<file path="src/hdl/gd3_pkg.sv">
// shared constants, types and helpers of the 3x3 grayscale dilation core
`default_nettype none

package gd3_pkg;

  localparam int MAX_WIDTH    = 64;
  localparam int HEIGHT_LIMIT = 64;

  localparam int PIX_W  = 8;
  localparam int IMG_W  = 7;
  localparam int COL_W  = $clog2(MAX_WIDTH);
  localparam int ROW_W  = $clog2(HEIGHT_LIMIT);
  localparam int CFG_AW = 1;

  localparam int OUT_DEPTH = 4;
  localparam int OPTR_W    = $clog2(OUT_DEPTH);
  localparam int OCNT_W    = $clog2(OUT_DEPTH + 1);

  localparam logic [CFG_AW-1:0] REG_IMAGE_WIDTH  = 1'b0;
  localparam logic [CFG_AW-1:0] REG_IMAGE_HEIGHT = 1'b1;

  localparam logic REQ_PIXEL = 1'b0;
  localparam logic REQ_DRAIN = 1'b1;

  // one column of the line store: max of the last two rows and the last row
  typedef struct packed {
    logic [PIX_W-1:0] m;
    logic [PIX_W-1:0] p;
  } gd3_word_t;

  // request handed from the sequencer to the window stage
  typedef struct packed {
    logic             act;
    logic             drain;
    logic             emit;
    logic             row0;
    logic             left_ok;
    logic             right_ok;
    logic             c_mem;
    logic             last;
    logic [PIX_W-1:0] pixel;
    logic [COL_W-1:0] addr_a;
    logic [COL_W-1:0] addr_b;
  } gd3_issue_t;

  function automatic logic [PIX_W-1:0] max8(input logic [PIX_W-1:0] a,
                                            input logic [PIX_W-1:0] b);
    max8 = (a > b) ? a : b;
  endfunction

endpackage

`default_nettype wire

</file>
<file path="src/hdl/gd3_line_mem.sv">
// column store: one write port, two registered read ports
`default_nettype none

module gd3_line_mem
  import gd3_pkg::*;
(
  input  wire logic             clk_i,
  input  wire logic             we_i,
  input  wire logic [COL_W-1:0] waddr_i,
  input  gd3_word_t             wdata_i,
  input  wire logic             re_i,
  input  wire logic [COL_W-1:0] raddr_a_i,
  input  wire logic [COL_W-1:0] raddr_b_i,
  output gd3_word_t             rdata_a_o,
  output gd3_word_t             rdata_b_o
);

  gd3_word_t mem [MAX_WIDTH];

  always_ff @(posedge clk_i) begin
    if (we_i) begin
      mem[waddr_i] <= wdata_i;
    end
  end

  always_ff @(posedge clk_i) begin
    if (re_i) begin
      rdata_a_o <= mem[raddr_a_i];
      rdata_b_o <= mem[raddr_b_i];
    end
  end

endmodule

`default_nettype wire

</file>
<file path="src/hdl/gd3_ctrl.sv">
// frame sequencer: config registers, positions, pending count and request issue
`default_nettype none

module gd3_ctrl
  import gd3_pkg::*;
(
  input  wire logic              clk_i,
  input  wire logic              rst_ni,
  input  wire logic              cfg_we_i,
  input  wire logic [CFG_AW-1:0] cfg_addr_i,
  input  wire logic [IMG_W-1:0]  cfg_wdata_i,
  input  wire logic              s_valid_i,
  input  wire logic              s_kind_i,
  input  wire logic [PIX_W-1:0]  s_pixel_i,
  output logic                   s_ready_o,
  input  wire logic [OCNT_W-1:0] fifo_cnt_i,
  input  wire logic              res_pend_i,
  output gd3_issue_t             issue_o
);

  logic [IMG_W-1:0] width_q, width_d;
  logic [IMG_W-1:0] height_q, height_d;
  logic [COL_W-1:0] in_col_q, in_col_d;
  logic [ROW_W-1:0] in_row_q, in_row_d;
  logic [COL_W-1:0] out_col_q, out_col_d;
  logic [ROW_W-1:0] out_row_q, out_row_d;
  logic [IMG_W-1:0] pending_q, pending_d;
  logic             full_q, full_d;

  logic [IMG_W-1:0] width_m1_full, height_m1_full;
  logic [COL_W-1:0] width_m1;
  logic [ROW_W-1:0] height_m1;
  logic [IMG_W-1:0] cfg_val;
  logic [OCNT_W-1:0] credit;
  logic             accept, pix_act, drain_act, emit;
  logic             in_col_end, in_row_end, out_col_end, out_row_end;

  assign width_m1_full  = width_q - IMG_W'(1);
  assign height_m1_full = height_q - IMG_W'(1);
  assign width_m1       = width_m1_full[COL_W-1:0];
  assign height_m1      = height_m1_full[ROW_W-1:0];

  // room for everything already in flight plus this request
  assign credit    = fifo_cnt_i + OCNT_W'(res_pend_i);
  assign s_ready_o = (credit < OCNT_W'(OUT_DEPTH));
  assign accept    = s_valid_i & s_ready_o;

  assign in_col_end  = (in_col_q == width_m1);
  assign in_row_end  = (in_row_q == height_m1);
  assign out_col_end = (out_col_q == width_m1);
  assign out_row_end = (out_row_q == height_m1);

  assign drain_act = accept & (s_kind_i == REQ_DRAIN) & full_q & (pending_q != '0);
  assign pix_act   = accept & (s_kind_i == REQ_PIXEL) & ~full_q;
  assign emit      = drain_act | (pix_act & (pending_q > width_q));

  assign cfg_val = (cfg_wdata_i == '0) ? IMG_W'(1) : cfg_wdata_i;

  always_comb begin
    width_d   = width_q;
    height_d  = height_q;
    in_col_d  = in_col_q;
    in_row_d  = in_row_q;
    out_col_d = out_col_q;
    out_row_d = out_row_q;
    pending_d = pending_q;
    full_d    = full_q;
    if (cfg_we_i) begin
      unique case (cfg_addr_i)
        REG_IMAGE_WIDTH: begin
          width_d = (cfg_val > IMG_W'(MAX_WIDTH)) ? IMG_W'(MAX_WIDTH) : cfg_val;
        end
        REG_IMAGE_HEIGHT: begin
          height_d = (cfg_val > IMG_W'(HEIGHT_LIMIT)) ? IMG_W'(HEIGHT_LIMIT) : cfg_val;
        end
      endcase
      in_col_d  = '0;
      in_row_d  = '0;
      out_col_d = '0;
      out_row_d = '0;
      pending_d = '0;
      full_d    = 1'b0;
    end else begin
      if (pix_act) begin
        if (in_col_end) begin
          in_col_d = '0;
          in_row_d = in_row_end ? '0 : in_row_q + ROW_W'(1);
          if (in_row_end) begin
            full_d = 1'b1;
          end
        end else begin
          in_col_d = in_col_q + COL_W'(1);
        end
      end
      if (emit) begin
        if (out_col_end) begin
          out_col_d = '0;
          out_row_d = out_row_end ? '0 : out_row_q + ROW_W'(1);
          // last output of the frame closes it
          if (out_row_end) begin
            full_d = 1'b0;
          end
        end else begin
          out_col_d = out_col_q + COL_W'(1);
        end
      end
      if (pix_act && !emit) begin
        pending_d = pending_q + IMG_W'(1);
      end else if (drain_act) begin
        pending_d = pending_q - IMG_W'(1);
      end
    end
  end

  always_ff @(posedge clk_i or negedge rst_ni) begin
    if (!rst_ni) begin
      width_q   <= IMG_W'(MAX_WIDTH);
      height_q  <= IMG_W'(HEIGHT_LIMIT);
      in_col_q  <= '0;
      in_row_q  <= '0;
      out_col_q <= '0;
      out_row_q <= '0;
      pending_q <= '0;
      full_q    <= 1'b0;
    end else begin
      width_q   <= width_d;
      height_q  <= height_d;
      in_col_q  <= in_col_d;
      in_row_q  <= in_row_d;
      out_col_q <= out_col_d;
      out_row_q <= out_row_d;
      pending_q <= pending_d;
      full_q    <= full_d;
    end
  end

  // pixels read/write their own column, drains read the next and current column
  always_comb begin
    issue_o.act      = pix_act | drain_act;
    issue_o.drain    = drain_act;
    issue_o.emit     = emit;
    issue_o.row0     = (in_row_q == '0);
    issue_o.left_ok  = (out_col_q != '0);
    issue_o.right_ok = ~out_col_end;
    issue_o.c_mem    = drain_act & out_row_end;
    issue_o.last     = out_col_end & out_row_end;
    issue_o.pixel    = s_pixel_i;
    issue_o.addr_a   = drain_act ? out_col_q + COL_W'(1) : in_col_q;
    issue_o.addr_b   = out_col_q;
  end

  a_full_has_pending: assert property (@(posedge clk_i) disable iff (!rst_ni)
    !(full_q && pending_q == '0))
    else $error("frame marked received with nothing pending");

  a_pending_bound: assert property (@(posedge clk_i) disable iff (!rst_ni)
    {1'b0, pending_q} <= {1'b0, width_q} + (IMG_W + 1)'(1))
    else $error("pending count beyond one row and one pixel");

  a_out_in_frame: assert property (@(posedge clk_i) disable iff (!rst_ni)
    (out_col_q <= width_m1) && (out_row_q <= height_m1) && (in_col_q <= width_m1))
    else $error("position outside the configured frame");

endmodule

`default_nettype wire

</file>
<file path="src/hdl/gd3_window.sv">
// window stage: column max update with forwarding, horizontal 3-tap max
`default_nettype none

module gd3_window
  import gd3_pkg::*;
(
  input  wire logic              clk_i,
  input  wire logic              rst_ni,
  input  gd3_issue_t             issue_i,
  input  gd3_word_t              rdata_a_i,
  input  gd3_word_t              rdata_b_i,
  output logic                   we_o,
  output logic [COL_W-1:0]       waddr_o,
  output gd3_word_t              wdata_o,
  output logic                   res_valid_o,
  output logic [PIX_W-1:0]       res_pixel_o,
  output logic                   res_last_o
);

  gd3_issue_t       iss_q;
  logic             iss_v_q;
  logic [PIX_W-1:0] s1_q, s2_q;
  logic             fwd_v_q;
  logic [COL_W-1:0] fwd_addr_q;
  gd3_word_t        fwd_data_q;

  gd3_word_t        word_a, word_b;
  logic [PIX_W-1:0] col_new, m_new, r_used, c_used, l_val, r_val;

  always_ff @(posedge clk_i or negedge rst_ni) begin
    if (!rst_ni) begin
      iss_v_q <= 1'b0;
      fwd_v_q <= 1'b0;
    end else begin
      iss_v_q <= issue_i.act;
      fwd_v_q <= we_o;
    end
  end

  always_ff @(posedge clk_i) begin
    if (issue_i.act) begin
      iss_q <= issue_i;
    end
    fwd_addr_q <= waddr_o;
    fwd_data_q <= wdata_o;
    if (iss_v_q) begin
      s2_q <= c_used;
      s1_q <= r_used;
    end
  end

  // the write of the previous cycle is not yet visible in the read data
  assign word_a = (fwd_v_q && fwd_addr_q == iss_q.addr_a) ? fwd_data_q : rdata_a_i;
  assign word_b = (fwd_v_q && fwd_addr_q == iss_q.addr_b) ? fwd_data_q : rdata_b_i;

  assign col_new = max8(word_a.m, iss_q.pixel);
  assign m_new   = iss_q.row0 ? iss_q.pixel : max8(word_a.p, iss_q.pixel);

  assign r_used = iss_q.drain ? word_a.m : col_new;
  assign c_used = iss_q.c_mem ? word_b.m : s1_q;
  assign l_val  = iss_q.left_ok ? s2_q : '0;
  assign r_val  = iss_q.right_ok ? r_used : '0;

  assign we_o      = iss_v_q & ~iss_q.drain;
  assign waddr_o   = iss_q.addr_a;
  assign wdata_o.m = m_new;
  assign wdata_o.p = iss_q.pixel;

  assign res_valid_o = iss_v_q & iss_q.emit;
  assign res_pixel_o = max8(max8(l_val, c_used), r_val);
  assign res_last_o  = iss_q.last;

endmodule

`default_nettype wire

</file>
<file path="src/hdl/gd3_out_fifo.sv">
// small result queue in front of the output channel
`default_nettype none

module gd3_out_fifo
  import gd3_pkg::*;
(
  input  wire logic              clk_i,
  input  wire logic              rst_ni,
  input  wire logic              push_i,
  input  wire logic [PIX_W-1:0]  push_pixel_i,
  input  wire logic              push_last_i,
  output logic                   valid_o,
  input  wire logic              ready_i,
  output logic [PIX_W-1:0]       pixel_o,
  output logic                   last_o,
  output logic [OCNT_W-1:0]      cnt_o
);

  logic [PIX_W:0]    buf_q [OUT_DEPTH];
  logic [OPTR_W-1:0] wr_q, rd_q;
  logic [OCNT_W-1:0] cnt_q, cnt_d;
  logic              pop;

  assign valid_o = (cnt_q != '0);
  assign pop     = valid_o & ready_i;
  assign pixel_o = buf_q[rd_q][PIX_W-1:0];
  assign last_o  = buf_q[rd_q][PIX_W];
  assign cnt_o   = cnt_q;

  always_comb begin
    cnt_d = cnt_q;
    if (push_i && !pop) begin
      cnt_d = cnt_q + OCNT_W'(1);
    end else if (!push_i && pop) begin
      cnt_d = cnt_q - OCNT_W'(1);
    end
  end

  always_ff @(posedge clk_i or negedge rst_ni) begin
    if (!rst_ni) begin
      wr_q  <= '0;
      rd_q  <= '0;
      cnt_q <= '0;
    end else begin
      cnt_q <= cnt_d;
      if (push_i) begin
        wr_q <= wr_q + OPTR_W'(1);
      end
      if (pop) begin
        rd_q <= rd_q + OPTR_W'(1);
      end
    end
  end

  always_ff @(posedge clk_i) begin
    if (push_i) begin
      buf_q[wr_q] <= {push_last_i, push_pixel_i};
    end
  end

endmodule

`default_nettype wire

</file>
<file path="src/hdl/grayscale_dilate_3x3_core.sv">
// top level of the streaming 3x3 grayscale dilation (max filter)
//
// usage:
//   s_axis carries one request per beat: tuser selects a pixel (0) or a
//   drain step (1), tdata[7:0] is the pixel in raster order. m_axis returns
//   the 3x3 neighborhood maximum in tdata[7:0], tlast marks the last pixel
//   of the frame. Output n leaves once pixel n+width+1 is in; after the last
//   pixel of the frame, drain requests flush the rest one per request.
//   cfg_we_i/cfg_addr_i/cfg_wdata_i set width (0) and height (1), 1..64, and
//   restart the frame; write only while the core is idle.
// timing:
//   a request is taken every cycle while tready is high. The column store
//   is one 64 x 16 memory with registered reads, read and written back
//   once per pixel, forwarded across adjacent pixels.
// reset and stall:
//   reset sets a 64 x 64 frame and clears all positions; the store needs no
//   clearing. A 4-entry result queue absorbs a stalled receiver; tready drops
//   only when the queue cannot take every result still in flight.
`default_nettype none

module grayscale_dilate_3x3_core
  import gd3_pkg::*;
(
  input  wire logic              clk_i,
  input  wire logic              rst_ni,
  input  wire logic              cfg_we_i,
  input  wire logic [CFG_AW-1:0] cfg_addr_i,
  input  wire logic [IMG_W-1:0]  cfg_wdata_i,
  input  wire logic              s_axis_tvalid,
  output logic                   s_axis_tready,
  input  wire logic [7:0]        s_axis_tdata,   // [7:0] pixel_in
  input  wire logic              s_axis_tuser,   // [0] req_type
  output logic                   m_axis_tvalid,
  input  wire logic              m_axis_tready,
  output logic [7:0]             m_axis_tdata,   // [7:0] pixel_out
  output logic                   m_axis_tlast
);

  gd3_issue_t        issue;
  gd3_word_t         rdata_a, rdata_b, wdata;
  logic              we;
  logic [COL_W-1:0]  waddr;
  logic              res_valid, res_last;
  logic [PIX_W-1:0]  res_pixel;
  logic [OCNT_W-1:0] fifo_cnt;

  gd3_ctrl u_ctrl (
    .clk_i       (clk_i),
    .rst_ni      (rst_ni),
    .cfg_we_i    (cfg_we_i),
    .cfg_addr_i  (cfg_addr_i),
    .cfg_wdata_i (cfg_wdata_i),
    .s_valid_i   (s_axis_tvalid),
    .s_kind_i    (s_axis_tuser),
    .s_pixel_i   (s_axis_tdata),
    .s_ready_o   (s_axis_tready),
    .fifo_cnt_i  (fifo_cnt),
    .res_pend_i  (res_valid),
    .issue_o     (issue)
  );

  gd3_line_mem u_mem (
    .clk_i     (clk_i),
    .we_i      (we),
    .waddr_i   (waddr),
    .wdata_i   (wdata),
    .re_i      (issue.act),
    .raddr_a_i (issue.addr_a),
    .raddr_b_i (issue.addr_b),
    .rdata_a_o (rdata_a),
    .rdata_b_o (rdata_b)
  );

  gd3_window u_window (
    .clk_i       (clk_i),
    .rst_ni      (rst_ni),
    .issue_i     (issue),
    .rdata_a_i   (rdata_a),
    .rdata_b_i   (rdata_b),
    .we_o        (we),
    .waddr_o     (waddr),
    .wdata_o     (wdata),
    .res_valid_o (res_valid),
    .res_pixel_o (res_pixel),
    .res_last_o  (res_last)
  );

  gd3_out_fifo u_fifo (
    .clk_i        (clk_i),
    .rst_ni       (rst_ni),
    .push_i       (res_valid),
    .push_pixel_i (res_pixel),
    .push_last_i  (res_last),
    .valid_o      (m_axis_tvalid),
    .ready_i      (m_axis_tready),
    .pixel_o      (m_axis_tdata),
    .last_o       (m_axis_tlast),
    .cnt_o        (fifo_cnt)
  );

endmodule

`default_nettype wire

</file>
<file path="config.mk">
export PLATFORM = sky130hd
export DESIGN_NAME = grayscale_dilate_3x3_core
export DESIGN_NICKNAME = d
export VERILOG_FILES = /design/src/hdl/gd3_pkg.sv /design/src/hdl/gd3_line_mem.sv /design/src/hdl/gd3_ctrl.sv /design/src/hdl/gd3_window.sv /design/src/hdl/gd3_out_fifo.sv /design/src/hdl/grayscale_dilate_3x3_core.sv
export SDC_FILE = /design/constraint.sdc
export NUM_CORES = 2
export LEC_CHECK = 0
export ABC_CLOCK_PERIOD_IN_PS = 11400
export BUFFER_PORTS_ARGS = -buffer_cell sky130_fd_sc_hd__buf_2
export CAP_MARGIN = 15
export CORE_ASPECT_RATIO = 0.6
export CORE_MARGIN = 5
export CORE_UTILIZATION = 40
export DETAILED_ROUTE_END_ITERATION = 7
export SETUP_SLACK_MARGIN = 0.15
export SYNTH_ARGS = -nofsm -noshare
export SYNTH_HDL_FRONTEND = slang
export SYNTH_SLANG_ARGS = --single-unit
</file>
<file path="constraint.sdc">
create_clock -name clk_i -period 11.4 [get_ports clk_i]
set_clock_uncertainty 0.15 [all_clocks]
set_input_delay 2.28 -clock clk_i [delete_from_list [all_inputs] [get_ports clk_i]]
set_output_delay 2.28 -clock clk_i [all_outputs]
set_load 0.03 [all_outputs]
</file>
### After elaboration in Yosys (flattened, before gate mapping)

Memories as Yosys holds them, arrays and structs flattened. A register that Yosys moved wholly into a read port is not among the register bits.
Cells that the tools add are included.
Widths: inputs -> output; s select.

| storage, ports and cells | value |
|---|---|
| register bits | 119 |
| memory bits (writable) | 1,060 |
| input bits | 22 |
| output and inout bits | 11 |
| word-level logic and storage cells | 142 |
| memories | 2 |

| cells by class | value |
|---|---|
| $add $sub $neg | 13 |
| magnitude comparators | 7 |
| equal/unequal tests | 6 |
| mux-type cells | 44 |
| bitwise logic cells | 19 |
| reduce and logical (&&, ||, !) cells | 23 |

Memory list:

| memory | words | width | rd ports | clocked after memory_dff | wr ports | line | text |
|---|---|---|---|---|---|---|---|
| u_mem.mem | 64 | 16 | 2 | 2 | 1 | gd3_line_mem.sv:18 | `gd3_word_t mem [MAX_WIDTH];` |
| u_fifo.buf_q | 4 | 9 | 1 | 0 | 1 | gd3_out_fifo.sv:19 | `logic [PIX_W:0] buf_q [OUT_DEPTH];` |

Operators with widths:

| operator | count |
|---|---|
| $mux 6 | 15 |
| $mux 8 | 9 |
| $eq 6x6->1 | 6 |
| $mux 7 | 5 |
| $gt 8x8->1 | 4 |
| $mux 16 | 2 |
| $add 6x1->6 const B | 4 |
| $and 1x1->1 | 12 |
| $sub 6x1->6 const B | 2 |
| $mux 1 | 11 |
| $reduce_bool 2->1 | 5 |
| $reduce_and 2->1 | 4 |
| $add 7x1->7 const B | 1 |
| $gt 7x7->1 | 1 |
| $gt 7x7->1 const B | 1 |
| $logic_not 7->1 | 1 |
| $reduce_bool 7->1 | 1 |
| $sub 7x1->7 const B | 1 |
| $logic_not 6->1 | 1 |
| $mux 3 | 2 |
| $reduce_bool 3->1 | 2 |
| $reduce_bool 6->1 | 1 |
| $logic_and 1x1->1 | 5 |
| $not 1->1 | 5 |
| 7 further kinds | 11 |

### Depth between registers and ports, before layout

| depth | value |
|---|---|
| depth in word-level cells | 12 |
| depth in mapped cells | 24 |
| depth with buffers taken out | 23 |

### Modules after synthesis

Synthesis repeated with hierarchy kept, for this count alone.

| second synthesis, totals | value |
|---|---|
| cell total of the unflattened synthesis | 3,369 |
| area total of the unflattened synthesis | 58,026.9 um^2 |

By module, submodules not included:

| module | times used | cells each | area an instance (um^2) | seq. area each (um^2) |
|---|---|---|---|---|
| gd3_line_mem | 1 | 2,582 | 49,157.1 | 31,710.4 |
| gd3_window | 1 | 316 | 3,777.4 | 1,781.7 |
| gd3_ctrl | 1 | 391 | 3,385.7 | 1,127.3 |
| gd3_out_fifo | 1 | 80 | 1,706.6 | 1,256.2 |

### Worst setup path before layout

Ideal clock, no wire load.

| path | value |
|---|---|
| path type | reg2reg |
| start point | register u_window.iss_q (netlist bit u_window.waddr_o[5]) |
| end point | memory u_mem.mem[0][8] in the netlist's numbering (data pin) |
| library setup time | 568 ps |
| arrival time | 5,305 ps |
| data required time | 10,682 ps |
| setup slack | 5,377 ps |
| cell stages (with the launch flop) | 15 |
| path buffers | 2 |
| period minus slack after synthesis | 6,023 ps |
| path through | edfxtp_1 clkbuf_1 xor2_1 nor4_2 buf_2 mux2_2 ha_1 nor2b_1 o21ai_0 nand2b_1 a21oi_1 nor2_1 a211oi_1 nor3_1 mux2i_1 |

RTL lines:

| item | line | text |
|---|---|---|
| start: declaration | gd3_window.sv:20 | `gd3_issue_t iss_q;` |
| start signal: assignment | gd3_window.sv:42 | `iss_q <= issue_i;` |
| end: declaration | gd3_line_mem.sv:18 |  |

==> impl_metrics.py <==
metrics = {
    "run_status": {
        "outcome": "finished, final reports clean",
    },
    "power_and_ir_drop": {
        "total_leakage_power_nw": 20.31,
        "cellPowerDensity_nw_per_um2": 166.3,
        "combPwrFrac": 0.138,
        "p_sw_mw": 2.792,
        "vdd_drop_max_uv": 124.0,
        "p_int_mw": 7.543,
        "switching_share": 0.2701,
        "seqPwrFrac": 0.500,
        "power_frac_clock": 0.362,
        "p_total_mw": 10.33,
    },
    "synthesis": {
        "synth_seq_cells": 1203,
        "synth_top_cell_by_area": "edfxtp_1",
        "synth_nets": 4107,
        "synthAdderAreaFrac": 0.01343,
        "synth_top_family_by_area": "compound AO/OA/AOI/OAI gates",
        "synth_cells": 4026,
        "synth_compound_area_frac": 0.1164,
        "avgSynthCellArea_um2": 13.93,
        "async_flop_share": 0.04489,
        "synthSimpleGateAreaFrac": 0.09512,
        "yosysSeqAreaShare": 0.6355,
        "synth_area_um2": 56080,
        "synth_top_area_share": 0.6035,
        "synth_xor_area_frac": 0.01122,
        "ys_warn_count": 0,
        "synth_flop_cell": "edfxtp_1",
        "synth_edf_count": 1127,
        "synthMuxAreaShare": 0.1001,
        "synth_area_leaders": "edfxtp_1, mux4_2, a211oi_1",
        "synth_cell_types": 87,
    },
    "worst_setup_path": {
        "worstPathArrival_ps": 7210,
        "reg2reg_to": "u_mem.rdata_a_o[6]$_DFFE_PP_",
        "reg2regPathDepth": 12,
        "ff2ff_setup_slack_ps": 4570,
        "start_kind": "input port",
        "worstPathRequired_ps": 11690,
        "path_class": "input port to flip-flop",
        "critPathMaxFanout": 52,
        "timing.rr.start": "u_ctrl.out_col_q[1]$_DFFE_PN0P_",
        "critPathCaptureType": "flip-flop",
    },
    "timing": {
        "setup_viol": 0,
        "tightest_slew_ps": 1224,
        "period_share": 0.6070,
        "rsz0062_at_grt": "no",
        "hold_violations": 0,
        "postLayoutSetupSlackWorst_ps": 4480,
        "slew_violations": 0,
        "max-slew-margin-rel": 0.1809,
        "post-route-min-period_ps": 6920,
        "fin_tns_setup_ps": 0,
        "max_clock_freq_ghz": 0.1445,
        "hold_ws_ps": 313.1,
    },
    "route": {
        "wl_um": 181200,
        "drt_iter0_markers": 5356,
        "wl_per_cell_um": 30.55,
        "drc": 0,
        "via_per_inst": 6.366,
        "vias": 37756,
        "ant_nets": 0,
        "dr.pass1.iters": 6,
    },
    "die": {
        "dieHeight_um": 300.0,
        "fp.coreArea_um2": 139300,
        "initial_core_util": 0.4027,
        "die_w_um": 493.4,
        "rows": 106,
        "dieArea_um2": 148000,
        "pin_count": 33,
    },
    "run": {
        "drv_cap": 0,
    },
    "clock_tree": {
        "cts_buffer_depth": 3,
        "htree_levels": 3,
        "clk_pin_slew_worst_paths_ps": 60,
        "cts.sinks": 1203,
        "cts_tree": "built",
        "root_buffer": "clkbuf_16",
        "cts_buffers": 108,
        "ctsResizeCount": 0,
        "clk-insertion-delay-late_ps": 760,
        "holdBufCountCts": 0,
        "cts_setup_buffers": 0,
    },
    "global_routing": {
        "grt_max_degree": 141,
        "antenna_found_initial": 12,
        "grt_pass1_wl_um": 259800,
        "grt_use_total": 0.2387,
        "grt_remaining_overflow": 0,
        "grt_pass1_vias": 35215,
    },
    "cells_and_area": {
        "drive_gt1_frac": 0.1647,
        "finalNonFillerCells": 5931,
        "n_fill_cell": 12217,
        "layout_common_cells": "edfxtp_1, nand2_1, a211oi_1",
        "stdcell_area_um2": 62130,
        "finalCoreUtilization": 0.4462,
        "fin_nets": 4085,
        "final_common_cell": "edfxtp_1",
        "area_growth_pct": 10.80,
    },
    "min_path": {
        "hold_end": "u_window.fwd_addr_q[2]$_DFF_P_",
        "hp-start": "u_window.waddr_o[2]$_DFFE_PP_",
        "hold_path_depth": 0,
        "hold_path_class": "flip-flop to flip-flop",
    },
    "placed_design": {
        "place_hpwl_um": 110400,
        "gp_congestion": 0.9079,
        "dpl_worst_slack_ps": 3734,
        "dp.cells": 5724,
        "io_buffers": 32,
        "postPlaceCellArea_um2": 58520,
    },
}
-- area by class of cell --
class,instances,area (um^2),area share
antenna,3,7.507,0.0001208
sequential,1203,35650,0.5737
inverter,58,230.2,0.003705
clock inverter,69,767.0,0.01234
timing repair buffer,186,1350,0.02173
multi-input combinational,2447,19040,0.3065
tap,1836,2297,0.03697
clock buffer,129,2791,0.04493
-- cells by family after synthesis --
| family | Yosys count |
|---|---|
| AO/OA/AOI/OAI | 930 |
| multiplexers | 328 |
| flip-flops | 1203 |
| AND/OR/NAND/NOR | 1066 |
| XOR/XNOR | 64 |
| adder cells (fa/ha/maj) | 59 |
| buffers and inverters | 376 |
-- cell usage after synthesis (44+ instances only) --
master	n
mux4_2	177
edfxtp_1	1127
nor2_1	125
mux2_2	86
a21oi_1	122
a31oi_1	74
nand2_1	377
inv_1	51
a211oi_1	311
ha_1	57
o21ai_0	112
buf_2	72
mux2i_1	63
and3_1	198
a311oi_1	44
nand2b_1	134
clkbuf_1	197
a22oi_1	49
nand3_1	118
dfrtp_1	53
-- worst max-delay path, stage by stage --
cell      delay, ps
buf_2            90
nor2b_1         260
mux2_4          460
buf_4           620
nand3_1         280
nand2_2         130
buf_4           430
clkinv_1        600
nand2_1         830
a211oi_1        100
nor4_1          850
o32ai_1         180
-- worst max path at each step --
stage / from / to / slack (ps) / cells past startpoint
final: s_axis_tvalid / u_mem.rdata_a_o[6]$_DFFE_PP_ / 4480 / 12
after global routing: u_window.waddr_o[0]$_DFFE_PP_ / u_fifo.buf_q[2][4]$_DFFE_PP_ / 4270 / 23
after CTS: s_axis_tvalid / u_mem.rdata_a_o[8]$_DFFE_PP_ / 4510 / 12
after detailed placement: s_axis_tvalid / u_mem.rdata_a_o[8]$_DFFE_PP_ / 3730 / 12
after global placement: s_axis_tvalid / u_mem.rdata_a_o[11]$_DFFE_PP_ / 3480 / 11
after floorplan: u_window.waddr_o[5]$_DFFE_PP_ / u_mem.mem[0][8]$_DFFE_PP_ / 5380 / 14
-- layer usage --
metal | share of wire | routed length, um | up-vias | track usage
met5 | 0.0013 | 237 | - | 0
met4 | 0.026 | 4721 | 8 | 0.06307
met3 | 0.14 | 25560 | 287 | 0.08890
met2 | 0.39 | 71020 | 2441 | 0.3142
met1 | 0.44 | 79650 | 19180 | 0.3658
li1 | - | - | 15840 | -
-- flip-flops by register name, indices dropped and copies added, names as in the netlist, 7 cells and up --
signal and cells:
u_ctrl.pending_q 7, u_ctrl.width_q 7, u_fifo.buf_q 36, u_mem.mem 1024, u_mem.rdata_a_o 16, u_mem.rdata_b_o 8
u_window.fwd_data_q 16, u_window.iss_q 12, u_window.s1_q 8, u_window.s2_q 8, u_window.wdata_o 8
-- power groups by stage --
stage	Clock (mW)	Combinational (mW)	Sequential, mW
final	3.74	1.43	5.17
after CTS	3.78	1.40	5.16
after floorplan	0	0.916	5.21
after global placement	0	1.37	5.26
after global routing	3.98	1.52	5.18
after detailed placement	0	1.40	5.26
Power figures use the tool's default switching activity.
